--- src/design/rlc_pkg.sv ---
// Package for the rumble level controller: request and response word types,
// request type codes and register indexes. No dependencies.
package rlc_pkg;

   localparam int FIELD_LEVEL_BITS = 16;
   localparam int FIELD_TIME_BITS  = 16;
   localparam int CSR_INDEX_BITS   = 1;
   localparam int CSR_DATA_BITS    = 16;

   localparam logic [2:0] REQ_TICK  = 3'd0;
   localparam logic [2:0] REQ_BASE  = 3'd1;
   localparam logic [2:0] REQ_PULSE = 3'd2;
   localparam logic [2:0] REQ_STOP  = 3'd3;
   localparam logic [2:0] REQ_MENU  = 3'd4;

   localparam logic [CSR_INDEX_BITS-1:0] CSR_REFRESH_INTERVAL = 1'd0;
   localparam logic [CSR_INDEX_BITS-1:0] CSR_RESPECT_GAME     = 1'd1;

   localparam logic [15:0] REFRESH_INTERVAL_RESET = 16'd100;

   typedef struct packed {
      logic [2:0]                  req_type;
      logic [FIELD_LEVEL_BITS-1:0] level_large;
      logic [FIELD_LEVEL_BITS-1:0] level_small;
      logic [FIELD_TIME_BITS-1:0]  time_amount;
      logic                        game_allows;
      logic                        paused;
      logic                        menu_opening;
      logic                        pad_present;
   } rlc_req_type;

   typedef struct packed {
      logic [FIELD_LEVEL_BITS-1:0] motor_large;
      logic [FIELD_LEVEL_BITS-1:0] motor_small;
   } rlc_rsp_type;

   typedef struct packed {
      logic        valid;
      rlc_rsp_type data;
   } rlc_result_type;

endpackage

--- src/design/rumble_level_controller_unit.sv ---
// Top level of the rumble level controller: request port, register port and
// level word output. Depends on rlc_pkg, rlc_core and rlc_out_buf.
//
// The unit takes one request word per clock cycle while req_stall is low. Each
// word is handled in the cycle it is accepted; a level word it causes reaches
// rsp via a two-entry output queue. Requests are stalled only while both queue
// entries hold words that the receiver has not taken, so a single stalled
// result never holds up the request side. Registers are written through the
// csr port at any edge with csr_write_enable high and take effect for the next
// request; they should be written only while no level word is pending.
module rumble_level_controller_unit
   import rlc_pkg::*;
#(
   parameter int LEVEL_BITS = 16,
   parameter int TIME_BITS  = 16
) (
   input  logic                      clock,
   input  logic                      reset,
   input  logic                      csr_write_enable,
   input  logic [CSR_INDEX_BITS-1:0] csr_index,
   input  logic [CSR_DATA_BITS-1:0]  csr_write_data,
   input  logic                      req_valid,
   output logic                      req_stall,
   input  rlc_req_type               req_data,
   output logic                      rsp_valid,
   input  logic                      rsp_stall,
   output rlc_rsp_type               rsp_data
);

   logic           accept;
   logic           queue_full;
   rlc_result_type result;

   assign req_stall = queue_full;
   assign accept    = req_valid && !queue_full;

   rlc_core #(
      .LEVEL_BITS(LEVEL_BITS),
      .TIME_BITS (TIME_BITS)
   ) u_core (
      .clock           (clock),
      .reset           (reset),
      .csr_write_enable(csr_write_enable),
      .csr_index       (csr_index),
      .csr_write_data  (csr_write_data),
      .accept          (accept),
      .req             (req_data),
      .result          (result)
   );

   rlc_out_buf u_out_buf (
      .clock    (clock),
      .reset    (reset),
      .push     (result),
      .full     (queue_full),
      .rsp_valid(rsp_valid),
      .rsp_stall(rsp_stall),
      .rsp_data (rsp_data)
   );

endmodule

--- src/design/rlc_core.sv ---
// Controller state, configuration registers and the per-word level logic.
// Depends on rlc_pkg.
module rlc_core
   import rlc_pkg::*;
#(
   parameter int LEVEL_BITS = 16,
   parameter int TIME_BITS  = 16
) (
   input  logic                      clock,
   input  logic                      reset,
   input  logic                      csr_write_enable,
   input  logic [CSR_INDEX_BITS-1:0] csr_index,
   input  logic [CSR_DATA_BITS-1:0]  csr_write_data,
   input  logic                      accept,
   input  rlc_req_type               req,
   output rlc_result_type            result
);

   localparam logic [31:0] TIME_MAX = 32'((64'd1 << TIME_BITS) - 64'd1);

   logic [15:0]           refresh_interval_ff;
   logic                  respect_game_ff;
   logic [LEVEL_BITS-1:0] base_large_ff, base_large_in;
   logic [LEVEL_BITS-1:0] base_small_ff, base_small_in;
   logic [LEVEL_BITS-1:0] pulse_large_ff, pulse_large_in;
   logic [LEVEL_BITS-1:0] pulse_small_ff, pulse_small_in;
   logic [TIME_BITS-1:0]  pulse_remaining_ff, pulse_remaining_in;
   logic [TIME_BITS-1:0]  refresh_elapsed_ff, refresh_elapsed_in;
   logic [LEVEL_BITS-1:0] applied_large_ff, applied_large_in;
   logic [LEVEL_BITS-1:0] applied_small_ff, applied_small_in;
   logic                  allowed_ff, allowed_in;

   logic [LEVEL_BITS-1:0] lg_in, sm_in;
   logic [31:0]           amount_wide;
   logic [TIME_BITS-1:0]  amount;
   logic                  permission;
   logic [TIME_BITS-1:0]  rem_next;
   logic [TIME_BITS:0]    elapsed_sum;
   logic [TIME_BITS-1:0]  elapsed_sat;
   logic [LEVEL_BITS-1:0] tick_large, tick_small;
   logic                  changed;
   logic                  motors_running;
   logic                  drive;
   logic [LEVEL_BITS-1:0] drive_large, drive_small;

   always_comb begin
      lg_in = req.level_large[LEVEL_BITS-1:0];
      sm_in = req.level_small[LEVEL_BITS-1:0];
      amount_wide = 32'(req.time_amount);
      amount = (amount_wide > TIME_MAX) ? '1 : amount_wide[TIME_BITS-1:0];
      permission = respect_game_ff ? req.game_allows : 1'b1;
      motors_running = (applied_large_ff != '0) || (applied_small_ff != '0);

      // Tick path: countdown, merged level, and the saturating refresh timer.
      rem_next = (pulse_remaining_ff > amount) ? pulse_remaining_ff - amount : '0;
      tick_large = base_large_ff;
      tick_small = base_small_ff;
      if (rem_next != '0) begin
         if (pulse_large_ff > tick_large) tick_large = pulse_large_ff;
         if (pulse_small_ff > tick_small) tick_small = pulse_small_ff;
      end
      if (!allowed_ff || req.paused) begin
         tick_large = '0;
         tick_small = '0;
      end
      elapsed_sum = {1'b0, refresh_elapsed_ff} + {1'b0, amount};
      elapsed_sat = elapsed_sum[TIME_BITS] ? '1 : elapsed_sum[TIME_BITS-1:0];
      changed = (tick_large != applied_large_ff) || (tick_small != applied_small_ff);

      base_large_in      = base_large_ff;
      base_small_in      = base_small_ff;
      pulse_large_in     = pulse_large_ff;
      pulse_small_in     = pulse_small_ff;
      pulse_remaining_in = pulse_remaining_ff;
      refresh_elapsed_in = refresh_elapsed_ff;
      allowed_in         = allowed_ff;
      drive       = 1'b0;
      drive_large = '0;
      drive_small = '0;

      unique case (req.req_type)
         REQ_TICK: begin
            pulse_remaining_in = rem_next;
            refresh_elapsed_in = elapsed_sat;
            if (changed || ((32'(elapsed_sat) >= 32'(refresh_interval_ff)) &&
                            ((tick_large != '0) || (tick_small != '0)))) begin
               refresh_elapsed_in = '0;
               drive       = 1'b1;
               drive_large = tick_large;
               drive_small = tick_small;
            end
         end
         REQ_BASE: begin
            base_large_in = lg_in;
            base_small_in = sm_in;
            allowed_in    = permission;
         end
         REQ_PULSE: begin
            // Zero duration or an all-zero pulse leaves everything alone.
            if ((amount != '0) && ((lg_in != '0) || (sm_in != '0))) begin
               if ((base_large_ff == '0) && (base_small_ff == '0)) allowed_in = permission;
               pulse_large_in     = lg_in;
               pulse_small_in     = sm_in;
               pulse_remaining_in = amount;
            end
         end
         REQ_STOP: begin
            base_large_in      = '0;
            base_small_in      = '0;
            pulse_remaining_in = '0;
            drive              = motors_running;
         end
         REQ_MENU: begin
            drive = req.menu_opening && req.paused && motors_running;
         end
         default: begin
         end
      endcase

      applied_large_in = drive ? drive_large : applied_large_ff;
      applied_small_in = drive ? drive_small : applied_small_ff;

      result.valid            = accept && drive && req.pad_present;
      result.data.motor_large = FIELD_LEVEL_BITS'(drive_large);
      result.data.motor_small = FIELD_LEVEL_BITS'(drive_small);
   end

   always_ff @(posedge clock) begin
      if (reset) begin
         refresh_interval_ff <= REFRESH_INTERVAL_RESET;
         respect_game_ff     <= 1'b1;
      end else if (csr_write_enable) begin
         unique case (csr_index)
            CSR_REFRESH_INTERVAL: refresh_interval_ff <= csr_write_data;
            CSR_RESPECT_GAME:     respect_game_ff     <= csr_write_data[0];
            default: begin
            end
         endcase
      end
   end

   always_ff @(posedge clock) begin
      if (reset) begin
         base_large_ff      <= '0;
         base_small_ff      <= '0;
         pulse_large_ff     <= '0;
         pulse_small_ff     <= '0;
         pulse_remaining_ff <= '0;
         refresh_elapsed_ff <= '0;
         applied_large_ff   <= '0;
         applied_small_ff   <= '0;
         allowed_ff         <= 1'b0;
      end else if (accept) begin
         base_large_ff      <= base_large_in;
         base_small_ff      <= base_small_in;
         pulse_large_ff     <= pulse_large_in;
         pulse_small_ff     <= pulse_small_in;
         pulse_remaining_ff <= pulse_remaining_in;
         refresh_elapsed_ff <= refresh_elapsed_in;
         applied_large_ff   <= applied_large_in;
         applied_small_ff   <= applied_small_in;
         allowed_ff         <= allowed_in;
      end
   end

   a_stop_clears: assert property (@(posedge clock) disable iff (reset)
      accept && (req.req_type == REQ_STOP) |=>
         (pulse_remaining_ff == '0) && (base_large_ff == '0) && (base_small_ff == '0))
      else $error("stop did not clear base and pulse");

   a_no_result_on_set: assert property (@(posedge clock) disable iff (reset)
      accept && ((req.req_type == REQ_BASE) || (req.req_type == REQ_PULSE)) |-> !result.valid)
      else $error("set base or pulse produced a level word");

   a_stop_zero_applied: assert property (@(posedge clock) disable iff (reset)
      accept && (req.req_type == REQ_STOP) |=>
         (applied_large_ff == '0) && (applied_small_ff == '0))
      else $error("stop left a non-zero applied level");

endmodule

--- src/design/rlc_out_buf.sv ---
// Two-entry output queue for level words: an output register and a skid slot.
// Depends on rlc_pkg.
module rlc_out_buf
   import rlc_pkg::*;
(
   input  logic           clock,
   input  logic           reset,
   input  rlc_result_type push,
   output logic           full,
   output logic           rsp_valid,
   input  logic           rsp_stall,
   output rlc_rsp_type    rsp_data
);

   logic [1:0]  count_ff, count_in;
   rlc_rsp_type slot0_ff, slot0_in;
   rlc_rsp_type slot1_ff, slot1_in;
   logic        pop;

   always_comb begin
      pop      = (count_ff != 2'd0) && !rsp_stall;
      count_in = count_ff;
      slot0_in = slot0_ff;
      slot1_in = slot1_ff;
      // The head always sits in slot0; slot1 only holds a word behind it.
      priority if (pop && push.valid) begin
         if (count_ff == 2'd1) begin
            slot0_in = push.data;
         end else begin
            slot0_in = slot1_ff;
            slot1_in = push.data;
         end
      end else if (pop) begin
         slot0_in = slot1_ff;
         count_in = count_ff - 2'd1;
      end else if (push.valid) begin
         if (count_ff == 2'd0) slot0_in = push.data;
         else slot1_in = push.data;
         count_in = count_ff + 2'd1;
      end else begin
      end
   end

   always_ff @(posedge clock) begin
      if (reset) begin
         count_ff <= 2'd0;
      end else begin
         count_ff <= count_in;
      end
   end

   always_ff @(posedge clock) begin
      slot0_ff <= slot0_in;
      slot1_ff <= slot1_in;
   end

   assign full      = (count_ff == 2'd2);
   assign rsp_valid = (count_ff != 2'd0);
   assign rsp_data  = slot0_ff;

   a_count_range: assert property (@(posedge clock) disable iff (reset)
      count_ff != 2'd3)
      else $error("output queue count out of range");

   a_no_overflow: assert property (@(posedge clock) disable iff (reset)
      push.valid |-> !full)
      else $error("level word pushed into a full output queue");

   a_head_holds: assert property (@(posedge clock) disable iff (reset)
      rsp_valid && rsp_stall |=> rsp_valid && (rsp_data == $past(rsp_data)))
      else $error("stalled head word changed");

endmodule
--- config.mk ---
export PLATFORM = sky130hd
export DESIGN_NAME = rumble_level_controller_unit
export DESIGN_NICKNAME = d
export VERILOG_FILES = /design/src/design/rlc_pkg.sv /design/src/design/rumble_level_controller_unit.sv /design/src/design/rlc_core.sv /design/src/design/rlc_out_buf.sv
export SDC_FILE = /design/constraint.sdc
export NUM_CORES = 1
export LEC_CHECK = 0
export ABC_AREA = 1
export BUFFER_PORTS_ARGS = -buffer_cell sky130_fd_sc_hd__buf_2
export CORE_UTILIZATION = 40
export CTS_BUF_LIST = sky130_fd_sc_hd__clkbuf_4
export DETAILED_ROUTE_END_ITERATION = 8
export GPL_ROUTABILITY_DRIVEN = 1
export PLACE_DENSITY = 0.61
export RECOVER_POWER = 50
export SLEW_MARGIN = 20
export SYNTH_ARGS = -nofsm -noshare
export SYNTH_HDL_FRONTEND = slang
export SYNTH_SLANG_ARGS = --single-unit
--- constraint.sdc ---
create_clock -name clock -period 6 [get_ports clock]
set_input_delay 0.6 -clock clock [delete_from_list [all_inputs] [get_ports clock]]
set_output_delay 0.6 -clock clock [all_outputs]
set_load 0.05 [all_outputs]
# Word level (Yosys, flattened, before mapping)
# Index checks and enable logic that the tools add are counted.
[classes]
addsub = 4
muxes = 35
bitwise = 2
n_eq_ne = 13
reduce_logical = 50
magnitude_cmp = 4
[op_table]
columns = ["operator", "n"]
rows = [
  ["32-bit 2-to-1 mux", 10],
  ["16-bit 2-to-1 mux", 14],
  ["16-bit nonzero test", 8],
  ["16-bit one-hot mux with 2 select lines", 2],
  ["16-bit > comparator", 3],
  ["16-bit one-hot mux with 3 select lines", 1],
  ["16-bit logical NOT", 2],
  ["16-bit != test", 2],
  ["16-bit by 16-bit adder with 17-bit output", 1],
  ["16-bit >= comparator", 1],
  ["16-bit subtractor", 1],
  ["2-bit AND reduction", 7],
  ["1-bit logical AND", 10],
  ["2-bit nonzero test", 5],
  ["3-bit nonzero test", 3],
  ["4-bit AND reduction", 2],
  ["3-bit by 2-bit equality test with 1-bit output (second input constant)", 2],
  ["1-bit logical OR", 6],
  ["2-bit by 1-bit != test with 1-bit output (second input constant)", 3],
  ["3-bit AND reduction", 2],
  ["1-bit 2-to-1 mux", 4],
  ["2-bit 2-to-1 mux", 2],
  ["2-bit != test (second input constant)", 2],
  ["3-bit by 1-bit equality test with 1-bit output (second input constant)", 1],
  ["other kinds (11)", 14],
]
[word_totals]
word_cells = 124
input_bits = 77
ff_bits = 212

# Logic depth before layout (Yosys ltp)
# Gate-level depths: netlist (run 1).
[depth]
word_depth = 16
ltp_mapped = 39
ltp_nobuf = 37

# Hierarchy
# A second synthesis (run 1) with hierarchy kept.
[unflattened]
cells_unflattened = 1914
hier_area_um2 = 13515.5
[by_module_without_submodules]
columns = ["mod", "area_each_um2", "seq_area_each_um2", "cells_per_inst", "n_inst"]
rows = [
  ["rlc_core", 10784.1, 2922.8, 1688, 1],
  ["rlc_out_buf", 2721.4, 1961.9, 224, 1],
  ["rumble_level_controller_unit", 10.0, 0.0, 2, 1],
]

# Worst setup path after synthesis (run 1)
# Ideal clock, no wire load.
[synth_timing]
path_kind = "input-to-reg"
startpoint = "input req_data[4] (netlist name)"
endpoint = "register u_out_buf.slot1_ff[0] (netlist name) (enable)"
setup_time_ns = 0.389
setup_slack_ns = -0.214
path_buffers = 3
cell_stages = 37
arrival_ns = 5.825
path_cell_list = "ha_1 > fa_1 > nand2_1 > inv_1 > o21a_1 > nor2_1 > o21ai_0 > a21oi_1 > o21bai_1 > nand3_1 > nand2_1 > inv_1 > clkbuf_1 > nand2_1 > ha_1 > nand2_1 > o21ai_0 > nand2_1 > a21boi_0 > o21a_1 > o21ai_0 > nand2_1 > a21oi_1 > nor2_1 > nor2_1 > o21ai_0 > nand2_1 > nand3_2 > nand2_4 > nand2_1 > nand2_2 > nor2_1 > ha_1 > clkbuf_1 > clkbuf_1 > nand3_1 > nand2_1"
[synth_between]
elab_chain_len = 16
word_cells_on_any_way = 29
cone_classes = "2 x add/sub; 2 x order compare; 5 x eq/ne; 8 x mux; 12 x reduce/logical"
[synth_rtl]
columns = ["item", "line", "text"]
rows = [
  ["start: declaration", "rumble_level_controller_unit.sv:24", "input rlc_req_type req_data,"],
  ["16-bit subtractor / 16-bit > comparator (equally long branches)", "rlc_core.sv:55", "rem_next = (pulse_remaining_ff > amount) ? pulse_remaining_ff - amount : '0;"],
  ["16-bit 2-to-1 mux", "rlc_core.sv:55", ""],
  ["16-bit nonzero test", "rlc_core.sv:58", "if (rem_next != '0) begin"],
  ["16-bit 2-to-1 mux", "rlc_core.sv:58", ""],
  ["16-bit 2-to-1 mux", "rlc_core.sv:62", "if (!allowed_ff || req.paused) begin"],
  ["16-bit nonzero test", "rlc_core.sv:86", "((tick_large != '0) || (tick_small != '0)))) begin"],
  ["1-bit logical OR", "rlc_core.sv:86", ""],
  ["1-bit logical AND", "rlc_core.sv:85", "if (changed || ((32'(elapsed_sat) >= 32'(refresh_interval_ff)) &&"],
  ["1-bit logical OR *", "rlc_core.sv:85", ""],
  ["1-bit 2-to-1 mux *", "rlc_core.sv:85", ""],
  ["1-bit one-hot mux with 3 select lines *", "rlc_core.sv:81", "unique case (req.req_type)"],
  ["1-bit logical AND * (2 in a row)", "rlc_core.sv:123", "result.valid = accept && drive && req.pad_present;"],
  ["1-bit logical AND", "rlc_out_buf.sv:26", "priority if (pop && push.valid) begin"],
  ["2-bit != test (no line) (tied with other cells)", "-", ""],
  ["4-bit AND reduction (no line) *", "-", ""],
  ["end signal: assignment", "rlc_out_buf.sv:54", "slot1_ff <= slot1_in;"],
  ["end: declaration", "rlc_out_buf.sv:17", "rlc_rsp_type slot1_ff, slot1_in;"],
]
# Every way passes the cells marked *; elsewhere a longest branch is shown, timed or not.
# A chain may end at the register's enable or synchronous reset.

# Worst setup path after layout (run 1)
[layout_timing]
startpoint = "register u_core.pulse_remaining_ff[0]"
endpoint = "register u_out_buf.slot1_ff[4] (netlist name) (enable)"
[layout_between]
elab_chain_len = 16
word_cells_on_any_way = 26
cone_classes = "1 x add/sub; 1 x order compare; 5 x eq/ne; 7 x mux; 12 x reduce/logical"
[layout_rtl]
columns = ["item", "line", "text"]
rows = [
  ["start: declaration", "rlc_core.sv:27", "logic [TIME_BITS-1:0] pulse_remaining_ff, pulse_remaining_in;"],
  ["start signal: assignment", "rlc_core.sv:158", "pulse_remaining_ff <= pulse_remaining_in;"],
  ["16-bit subtractor / 16-bit > comparator (equally long branches)", "rlc_core.sv:55", ""],
  ["16-bit 2-to-1 mux *", "rlc_core.sv:55", ""],
  ["16-bit nonzero test *", "rlc_core.sv:58", ""],
  ["16-bit 2-to-1 mux", "rlc_core.sv:58", ""],
  ["16-bit 2-to-1 mux", "rlc_core.sv:62", ""],
  ["16-bit nonzero test", "rlc_core.sv:86", ""],
  ["1-bit logical OR", "rlc_core.sv:86", ""],
  ["1-bit logical AND", "rlc_core.sv:85", ""],
  ["1-bit logical OR *", "rlc_core.sv:85", ""],
  ["1-bit 2-to-1 mux *", "rlc_core.sv:85", ""],
  ["1-bit one-hot mux with 3 select lines *", "rlc_core.sv:81", ""],
  ["1-bit logical AND * (2 in a row)", "rlc_core.sv:123", ""],
  ["1-bit logical AND", "rlc_out_buf.sv:26", ""],
  ["2-bit != test (no line) (tied with other cells)", "-", ""],
  ["4-bit AND reduction (no line) *", "-", ""],
]
# Marked as above.

==> results of run 1 <==
registers in the layout, summed over array words and instances, names as in the netlist, 2 cells and up:
name,count
u_core.refresh_elapsed_ff,16
u_core.applied_large_ff,16
u_core.pulse_remaining_ff,16
u_core.pulse_small_ff,16
u_core.base_small_ff,16
u_core.pulse_large_ff,16
u_out_buf.rsp_data,32
u_out_buf.slot1_ff,32
u_core.base_large_ff,16
u_core.refresh_interval_ff,16
u_core.applied_small_ff,16
u_out_buf.count_ff,2
power by group through the flow:
stage          Combinational (W)  Clock, W  Sequential [W]
2_1_floorplan           0.000575         0         0.00164
3_3_place_gp            0.000828         0         0.00159
3_5_place_dp            0.000841         0         0.00159
4_1_cts                 0.000844   0.00154         0.00156
5_1_grt                 0.000950   0.00162         0.00156
6_report                0.000849   0.00149         0.00156
path summary, 6_finish.rpt:
kind | startpoint | endpoint | slack [ns]
worst max-delay path | u_core.pulse_remaining_ff[0] | u_out_buf.slot1_ff[4] | 0.41
worst min-delay path | csr_write_data[5] | u_core.refresh_interval_ff[5] | 0.12
worst max register to register | u_core.pulse_remaining_ff[0] | u_out_buf.slot1_ff[4] | 0.41
worst min register to register | u_core.refresh_interval_ff[10] | u_core.refresh_interval_ff[10] | 0.46
layout make-up:
| class | instances | area, um2 | share of cell area (%) |
|---|---|---|---|
| Timing Repair Buffer | 140 | 767.0 | 4.954 |
| Clock inverter | 13 | 78.83 | 0.5091 |
| Clock buffer | 103 | 773.2 | 4.994 |
| Antenna cell | 3 | 7.507 | 0.04848 |
| Sequential cell | 212 | 4885 | 31.55 |
| Tap cell | 448 | 560.5 | 3.620 |
| Inverter | 266 | 998.5 | 6.448 |
| Multi-Input combinational cell | 1454 | 7413 | 47.88 |
cells in the mapped netlist (all sizes together), types with 3 or more instances:
| cell | count | area share [%] |
|---|---|---|
| o211ai | 7 | 0.38 |
| a31oi | 4 | 0.18 |
| o21bai | 5 | 0.27 |
| o221a | 4 | 0.33 |
| edfxtp | 64 | 14 |
| buf | 18 | 0.95 |
| a21oi | 262 | 9.7 |
| nor3 | 9 | 0.33 |
| nand3b | 4 | 0.22 |
| ha | 84 | 7.7 |
| or2 | 3 | 0.14 |
| nand3 | 118 | 4.5 |
| inv | 264 | 7.3 |
| xor2 | 7 | 0.45 |
| o21ai | 155 | 5.7 |
| nor4 | 21 | 0.96 |
| clkbuf | 68 | 1.9 |
| nand2 | 605 | 17 |
| dfxtp | 148 | 22 |
| or4 | 3 | 0.16 |
| a221oi | 3 | 0.19 |
| nor2 | 95 | 2.8 |
| nand4 | 47 | 2.2 |
| xnor2 | 5 | 0.32 |
worst min-delay path: cells and delay by family:
kind / cells / cell delay, ns
buffers and inverters: 1 / 0.08
AOI/OAI and AO/OA: 1 / 0.06
and+or+nand+nor: 1 / 0.04
metrics by stage:
stage,util [%],TNS [ns]
floorplan,-,0
global placement,43.68,-2.594
detailed placement,43.68,-0.7020
CTS,46.22,0
global route,46.17,0
finish,46.18,0
layer usage:
metal  wire, um  vias up  global-route usage (%)  share of wire (%)
li1           -     6975                       -                  -
met1      17500     6246                   28.56                 43
met2      19560      402                   39.93                 48
met3       2159      107                   4.871                5.3
met4       1690        0                   11.29                4.1
met5          0        -                       0                  0
logic make-up after synthesis:
| logic type | after synthesis | share of synthesized area, % |
|---|---|---|
| compound gates | 448 | 17.23 |
| buf+inv | 352 | 10.14 |
| fa+ha+maj | 86 | 7.992 |
| simple gates | 908 | 28.09 |
| flops | 212 | 35.78 |
| xor+xnor | 12 | 0.7699 |
==> metrics.cfg, run 1 <==
[status]
outcome = finished, violations left
failed_checks = capacitance limit, slew limit

[synth]
syn_inst = 2018
synthesis.nets = 2181
synth-edff-count = 64
ys.warnings.count = 0
seq_area_frac_synth_pct = 35.78
ys_ff_latch = 212
syn-cell-area_um2 = 13650
synth.lib_cells_used.distinct = 46
synth_flop_cell = sky130_fd_sc_hd__dfxtp_1
syn-mean-instance-area_um2 = 6.765
synthArstFlopShare_pct = 0

[placed_design]
portBuffers = 110
detailedPlacementHpwl_um = 29510
routabilityCongestion = 0.9150
placement.cell_area_um2 = 14650
cell_count_after_placement = 2519
place_ws_ns = -0.03857

[final_layout]
final_design_area_no_fill_um2 = 15480
layout_stage_area_growth_over_the_synthesis_result_pct = 13.42
layout.cells.most_common_list = 601 x sky130_fd_sc_hd__nand2_1, 260 x sky130_fd_sc_hd__inv_1, 259 x sky130_fd_sc_hd__a21oi_1
share_of_layout_cells_above_drive_strength_1_pct = 11.01
number_of_fillers_in_the_final_layout = 3617
stdcell_count = 2639
final_nets = 2304
layout.cells.most_common = sky130_fd_sc_hd__nand2_1

[sta]
worst_pin_slew_ns = 3.022
holdWs_ns = 0.1220
slew-limit-headroom_pct = -101.5
timing.final.hold_violations = 0
final_critical_path_setup_slack_ns = 0.4103
finClkSkew_ns = 0.04467
layout_worst_path_cycle_share_pct = 93.16
grt_setup_unrepaired = no
report.final.slew_viol_count = 141
period_needed_ns = 5.590
report.final.setup_viol = 0
timing.fmax_ghz = 0.1789

[clock_network]
post_cts.repair.setup_buffers = 0
cts.repair.resized = 0
clock_tree_from_tritoncts = done
cts_buffer_depth = 3
clk_latency_ns = 0.73
htree_num_levels = 3
clkTransAtPathRegs_ns = 0.06
cts_sinks = 212
cts.root.buffer_cell = sky130_fd_sc_hd__clkbuf_4
cts-hold-fix-buffers = 0
cts_made_buffers = 67

[min_path]
holdPathStages = 3
hold_path_class = input pin to register

[pwr]
leakage_nw = 7.034
power.clock.fraction_pct = 38.2
maximum_vdd_ir_drop_mv = 0.1387
share_seq_of_total_power_pct = 40.0
switching_power_w = 0.001306
power.density_nw_per_um2 = 251.5
total_power_w = 0.003895
power_report.internal_total_w = 0.002588
switching_portion_of_total_power_pct = 33.54
power.share.combinational_pct = 21.8

[worst_setup_path]
worst-path-max-fanout = 35
criticalPathCategory = register to register
cp_data_arrival_time_ns = 5.98
critical_path.n_buffers_inverters = 3
cp-end-kind = register
worst-path-stages = 31
cp_slowest_cell = sky130_fd_sc_hd__nor2_4
critical_path.top_delay_family = simple AND/OR/NAND/NOR gates
cp-start-kind = register
ff2ff_path_depth = 31
timing.critical_path.slowest_cell_delay_ns = 0.57
most_repeated_library_cell_on_the_critical_path = sky130_fd_sc_hd__nand2_1
timing.critical_path.required_ns = 6.40

[grt]
antenna_found_initial = 3
maximum_number_of_pins_on_one_net_before_global_route_repair = 65
grt_pass1_vias = 13130
grt_util_all_layers_pct = 23.60
grt_pass1_wl_um = 66380
gr-total-overflow = 0

[die]
fp.dieW_um = 186.7
number_of_top_level_pins = 111
floorplan.die.height_um = 186.7
core_area_um2 = 33530
die_outline_area_um2 = 34870
initial_core_utilization_pct = 40.71
rows = 67

[routing]
drt.antenna.violating_nets = 0
dr.first_iter.drc_count = 919
drc = 0
drt-vias-per-instance = 5.203
wl_per_cell_um = 15.50
detail_route.wirelength_um = 40910
dr_total_vias = 13730
dr.pass1.iters = 5

[flow_run]
max_cap_viol_count = 4

Power figures use the tool's default switching activity.
==> run 2, diff against run 1 <==
--- a/config.mk
+++ b/config.mk
@@ -12,7 +12,6 @@
 export DETAILED_ROUTE_END_ITERATION = 8
 export GPL_ROUTABILITY_DRIVEN = 1
 export PLACE_DENSITY = 0.61
-export RECOVER_POWER = 50
 export SLEW_MARGIN = 20
 export SYNTH_ARGS = -nofsm -noshare
 export SYNTH_HDL_FRONTEND = slang
==> constraint.sdc (replaced) <==
create_clock -name clock -period 6 [get_ports clock]
set_input_delay 0 -clock clock [delete_from_list [all_inputs] [get_ports clock]]
set_output_delay 0 -clock clock [all_outputs]
set_load 0.05 [all_outputs]
==> run 2 against run 1 <==
Clock skew is 0.023 ns higher. Largest power group unchanged. Final area is 8.6% higher. Clock-buffer cell count is 8 lower. Hold slack worse by 0.033 ns. Critical path depth is 2 higher. Highest routed layer unchanged. Via count is 3.7% higher. The run now ends clean. Wire length is 3.3% higher. Register-to-register slack better by 0.14 ns. Cell count is 4.4% higher. Flip-flop and latch count stayed put. Sequential share of layout area is 2.5 points lower.
==> metrics.cfg, run 2 (synthesized netlist as in run 1, its figures left out) <==
[routing]
drc = 0
dr_total_vias = 14240
dr.first_iter.drc_count = 878
detail_route.wirelength_um = 42240
wl_per_cell_um = 15.33
dr.pass1.iters = 6
drt.antenna.violating_nets = 0
drt-vias-per-instance = 5.166

[worst_setup_path]
cp-start-kind = register
worstReg2RegStart = u_core.refresh_elapsed_ff[0]
cp_data_arrival_time_ns = 6.12
timing.rr.end = u_core.applied_large_ff[7]
timing.critical_path.required_ns = 6.67
crit_path_start = u_core.refresh_elapsed_ff[0]
ff2ff_path_depth = 33
cp-end-kind = register
ff2ff_setup_slack_ns = 0.55
cp-endpoint = u_core.applied_large_ff[7]
criticalPathCategory = register to register
most_repeated_library_cell_on_the_critical_path = sky130_fd_sc_hd__nand2_1
cp_slowest_cell = sky130_fd_sc_hd__dlygate4sd3_1
timing.critical_path.slowest_cell_delay_ns = 0.57
worst-path-max-fanout = 32

[clock_network]
cts_sinks = 212
clk_latency_ns = 0.76
clock_tree_from_tritoncts = done
cts.root.buffer_cell = sky130_fd_sc_hd__clkbuf_4
clkTransAtPathRegs_ns = 0.07
htree_num_levels = 2
cts_made_buffers = 60
cts_buffer_depth = 3

[die]
rows = 67
floorplan.die.height_um = 186.7
initial_core_utilization_pct = 40.71
fp.dieW_um = 186.7
core_area_um2 = 33530
die_outline_area_um2 = 34870
number_of_top_level_pins = 111

[min_path]
hold_path_class = input pin to register
holdPathStages = 6

[final_layout]
layout_stage_area_growth_over_the_synthesis_result_pct = 23.17
layout.cells.most_common = sky130_fd_sc_hd__nand2_1
share_of_layout_cells_above_drive_strength_1_pct = 11.27
postLayoutCoreUtil_pct = 50.15
area.sequential_um2 = 4885
number_of_fillers_in_the_final_layout = 3430
layout.cells.most_common_list = 601 x sky130_fd_sc_hd__nand2_1, 259 x sky130_fd_sc_hd__inv_1, 259 x sky130_fd_sc_hd__a21oi_1
stdcell_count = 2756
area_of_combinational_cells_with_multiple_inputs_um2 = 7433
final_nets = 2428

[sta]
finClkSkew_ns = 0.06773
report.final.slew_viol_count = 0
period_needed_ns = 5.454
grt_setup_unrepaired = no
worst_pin_slew_ns = 0.9569
timing.fmax_ghz = 0.1834
report.final.setup_viol = 0
final.setup.tns_ns = 0
layout_worst_path_cycle_share_pct = 90.90
holdWs_ns = 0.08873
timing.final.hold_violations = 0
slew-limit-headroom_pct = 36.14

[pwr]
leakage_nw = 7.573
power.share.combinational_pct = 23.6
switching_portion_of_total_power_pct = 33.34
total_power_w = 0.003845
power.clock.fraction_pct = 35.9
power_report.internal_total_w = 0.002563
share_seq_of_total_power_pct = 40.5
switching_power_w = 0.001282
maximum_vdd_ir_drop_mv = 0.1438
power.density_nw_per_um2 = 228.7

[placed_design]
routabilityCongestion = 0.9095
cell_count_after_placement = 2508
portBuffers = 110
detailedPlacementHpwl_um = 29090

[grt]
maximum_number_of_pins_on_one_net_before_global_route_repair = 65
grt_pass1_vias = 13590
grt_pass1_wl_um = 67920
antenna_found_initial = 1
gr-total-overflow = 0
grt_util_all_layers_pct = 23.93

[flow_run]
max_cap_viol_count = 0

[status]
outcome = complete, no violations

==> run 2: repair_timing <==
item                                   in CTS  in global routing
pin swaps                                   0                  1
gates resized for setup                     1                 12
setup endpoints to repair                  32                 97
hold buffers                              141                  0
gates cloned                                0                  1
endpoints found under the hold margin     175                  0
buffers inserted                            0                  1
==> run 2: cell type report <==
class / instances / area share (%)
sequential: 212 / 29.05
antenna: 2 / 0.02976
timing repair buffer: 271 / 12.84
clock inverter: 8 / 0.3423
inverter: 266 / 5.960
multi-input combinational: 1454 / 44.21
tap: 448 / 3.334
clock buffer: 95 / 4.241
==> run 2: per-layer routing <==
| layer | track usage [%] | up-vias | routed length (um) |
|---|---|---|---|
| met5 | 0 | - | 0 |
| met1 | 28.82 | 6583 | 18170 |
| met2 | 42.47 | 364 | 20800 |
| met3 | 3.780 | 86 | 1964 |
| li1 | - | 7205 | - |
| met4 | 9.395 | 0 | 1306 |
==> run 2: worst min path at each step <==
stage                                    end              start  slack (ns)
4_1_cts                u_out_buf.count_ff[1]          rsp_stall       0.007
6_report               u_out_buf.count_ff[1]          rsp_stall        0.09
5_1_grt        u_core.refresh_interval_ff[0]  csr_write_data[0]        0.06
3_3_place_gp   u_core.refresh_interval_ff[5]  csr_write_data[5]        0.23
2_1_floorplan  u_core.refresh_interval_ff[2]  csr_write_data[2]        0.13
3_5_place_dp   u_core.refresh_interval_ff[5]  csr_write_data[5]        0.23
==> run 2: metrics by stage <==
step | setup slack (ns) | cell area (um2)
final | 0.5462 | 16810
after global routing | 0.008539 | 16810
after CTS | 0.1295 | 16730
after detailed placement | -0.002786 | 14550
after global placement | 0.09547 | 14550
after floorplan | 0.1030 | 13650
==> run 2: worst max-delay path, delay by kind of cell (launching register included) <==
| kind | cells | cell delay, ns |
|---|---|---|
| AOI/OAI and AO/OA | 12 | 1.58 |
| adders and majority gates | 3 | 0.88 |
| buffers and inverters | 3 | 0.97 |
| DFF | 1 | 0.32 |
| and+or+nand+nor | 15 | 1.65 |
==> run 2: power groups by stage <==
stage / combinational (W) / sequential, W / clock, W
after floorplan: 0.000575 / 0.00164 / 0
after global placement: 0.000824 / 0.00159 / 0
after detailed placement: 0.000832 / 0.00159 / 0
after CTS: 0.000895 / 0.00156 / 0.00143
after global routing: 0.00101 / 0.00156 / 0.00149
final: 0.000906 / 0.00156 / 0.00138
==> run 3, diff against run 2 <==
--- a/config.mk
+++ b/config.mk
@@ -7,6 +7,7 @@
 export LEC_CHECK = 0
 export ABC_AREA = 1
 export BUFFER_PORTS_ARGS = -buffer_cell sky130_fd_sc_hd__buf_2
+export CORE_MARGIN = 2
 export CORE_UTILIZATION = 40
 export CTS_BUF_LIST = sky130_fd_sc_hd__clkbuf_4
 export DETAILED_ROUTE_END_ITERATION = 8
==> run 3 against run 2 <==
Clock skew fell by 0.013 ns. Non-clock buffer count fell by 2. Worst setup slack worse by 0.026 ns. Largest power group unchanged.
==> metrics.cfg, run 3 (synthesized netlist as in run 1, its figures left out) <==
[grt]
grt_pass1_wl_um = 67840
grt_pass1_vias = 13710
grt_util_all_layers_pct = 23.46
global_route.usage.met3_pct = 3.855
maximum_number_of_pins_on_one_net_before_global_route_repair = 66
global_route.peak_usage_layer = met2
met1_track_demand_over_resource_pct = 28.47
gr-total-overflow = 0
antenna_found_initial = 1
grt.met2_usage_pct = 40.99

[worst_setup_path]
worst-path-max-fanout = 35
timing.critical_path.slowest_cell_delay_ns = 0.57
worstReg2RegStart = u_core.pulse_remaining_ff[0]
most_repeated_library_cell_on_the_critical_path = sky130_fd_sc_hd__nand2_1
cp_data_arrival_time_ns = 6.11
cp-start-kind = register
cp_slowest_cell = sky130_fd_sc_hd__dlygate4sd3_1
criticalPathCategory = register to register
cp-end-kind = register
crit_path_start = u_core.pulse_remaining_ff[0]
timing.critical_path.required_ns = 6.63

[sta]
timing.fmax_ghz = 0.1825
period_needed_ns = 5.480
slew-limit-headroom_pct = 34.07
report.final.slew_viol_count = 0
final_critical_path_setup_slack_ns = 0.5200
layout_worst_path_cycle_share_pct = 91.33
grt_setup_unrepaired = no
report.final.setup_viol = 0
worst_pin_slew_ns = 0.9878
finClkSkew_ns = 0.05453
timing.final.hold_violations = 0
final.setup.tns_ns = 0

[pwr]
share_seq_of_total_power_pct = 40.6
power_report.internal_total_w = 0.002538
power.clock.fraction_pct = 35.6
power.density_nw_per_um2 = 229.0
switching_portion_of_total_power_pct = 33.86
leakage_nw = 7.572
switching_power_w = 0.001300
maximum_vdd_ir_drop_mv = 0.1159
power.share.combinational_pct = 23.8

[final_layout]
layout.cells.most_common = sky130_fd_sc_hd__nand2_1
layout_stage_area_growth_over_the_synthesis_result_pct = 22.75
number_of_fillers_in_the_final_layout = 3420
final_nets = 2425
layout.cells.most_common_list = 602 x sky130_fd_sc_hd__nand2_1, 260 x sky130_fd_sc_hd__inv_1, 259 x sky130_fd_sc_hd__a21oi_1
share_of_layout_cells_above_drive_strength_1_pct = 11.09

[clock_network]
cts_made_buffers = 59
cts_sinks = 212
clock_tree_from_tritoncts = done
cts.root.buffer_cell = sky130_fd_sc_hd__clkbuf_4
htree_num_levels = 2
cts_buffer_depth = 3
clk_latency_ns = 0.77
clkTransAtPathRegs_ns = 0.08

[routing]
wl_per_cell_um = 15.22
drt-vias-per-instance = 5.173
dr_total_vias = 14270
detail_route.wirelength_um = 41980
drc = 0
dr.pass1.iters = 5
dr.first_iter.drc_count = 938
drt.antenna.violating_nets = 0

[die]
die_outline_area_um2 = 35620
floorplan.die.height_um = 188.7
number_of_top_level_pins = 111
fp.dieW_um = 188.7
rows = 67
core_area_um2 = 33530
initial_core_utilization_pct = 40.71

[min_path]
min_from = req_valid
hold_path_class = input pin to register

[placed_design]
routabilityCongestion = 0.9335
place_ws_ns = 0.1192
portBuffers = 110
detailedPlacementHpwl_um = 29110

[flow_run]
max_cap_viol_count = 0

[status]
outcome = complete, no violations

==> run 3: routing by layer <==
layer / part of all wire, % / routed length, um
met4: 3.9 / 1646
met2: 48 / 20140
met1: 43 / 18110
met3: 4.9 / 2077
met5: 0 / 0
==> run 3: path summary, 6_finish.rpt <==
kind	endpoint	slack, ns	cells past startpoint
worst min register to register	u_core.refresh_interval_ff[12]	0.46	2
worst min-delay path	u_core.applied_large_ff[10]	0.08	8
worst max register to register	u_out_buf.count_ff[1]	0.52	33
worst max-delay path	u_out_buf.count_ff[1]	0.52	33
==> run 3: final cells by class <==
cell class,instances,area (um2),share of cell area (%)
diodes,1,2.502,0.01493
clock buffers,89,668.1,3.987
clock inverters,19,102.6,0.6123
inverters,266,998.5,5.958
multi-input cells,1454,7416,44.25
flip-flops and latches,212,4885,29.15
well taps,448,560.5,3.345
repair buffers,269,2125,12.68
==> run 3: timing repair <==
action / CTS / global route
endpoints found under the setup margin: 0 / 65
endpoints found under the hold margin: 185 / 0
hold buffers: 136 / 0
resized for setup: 0 / 8
buffers inserted: 0 / 3
==> run 3: through the flow <==
step           cells  hold WS, ns  power, W  area (um2)  util (%)
3_5_place_dp    2510       0.2516  0.002428       14580     43.49
6_report        2758      0.08304  0.003838       16760     49.97
3_3_place_gp    2509       0.2530  0.002411       14560     43.41
5_1_grt         2758       0.1050  0.004059       16760     49.97
4_1_cts         2754      0.04383  0.003868       16720     49.85
2_1_floorplan   2018       0.1304  0.002211       13650         -
==> run 3: power groups by stage <==
stage | sequential (W) | combinational [W] | clock [W]
finish | 0.00156 | 0.000913 | 0.00137
global route | 0.00156 | 0.00102 | 0.00148
CTS | 0.00156 | 0.000900 | 0.00141
detailed placement | 0.00159 | 0.000840 | 0
global placement | 0.00159 | 0.000823 | 0
floorplan | 0.00164 | 0.000575 | 0
==> run 3: worst max-delay path, delay by kind of cell (launching register included) <==
family	cells	cell delay (ns)
compound gates	2	0.18
fa+ha+maj	3	0.89
flops	1	0.31
buf+inv	6	0.98
simple gates	22	3.01
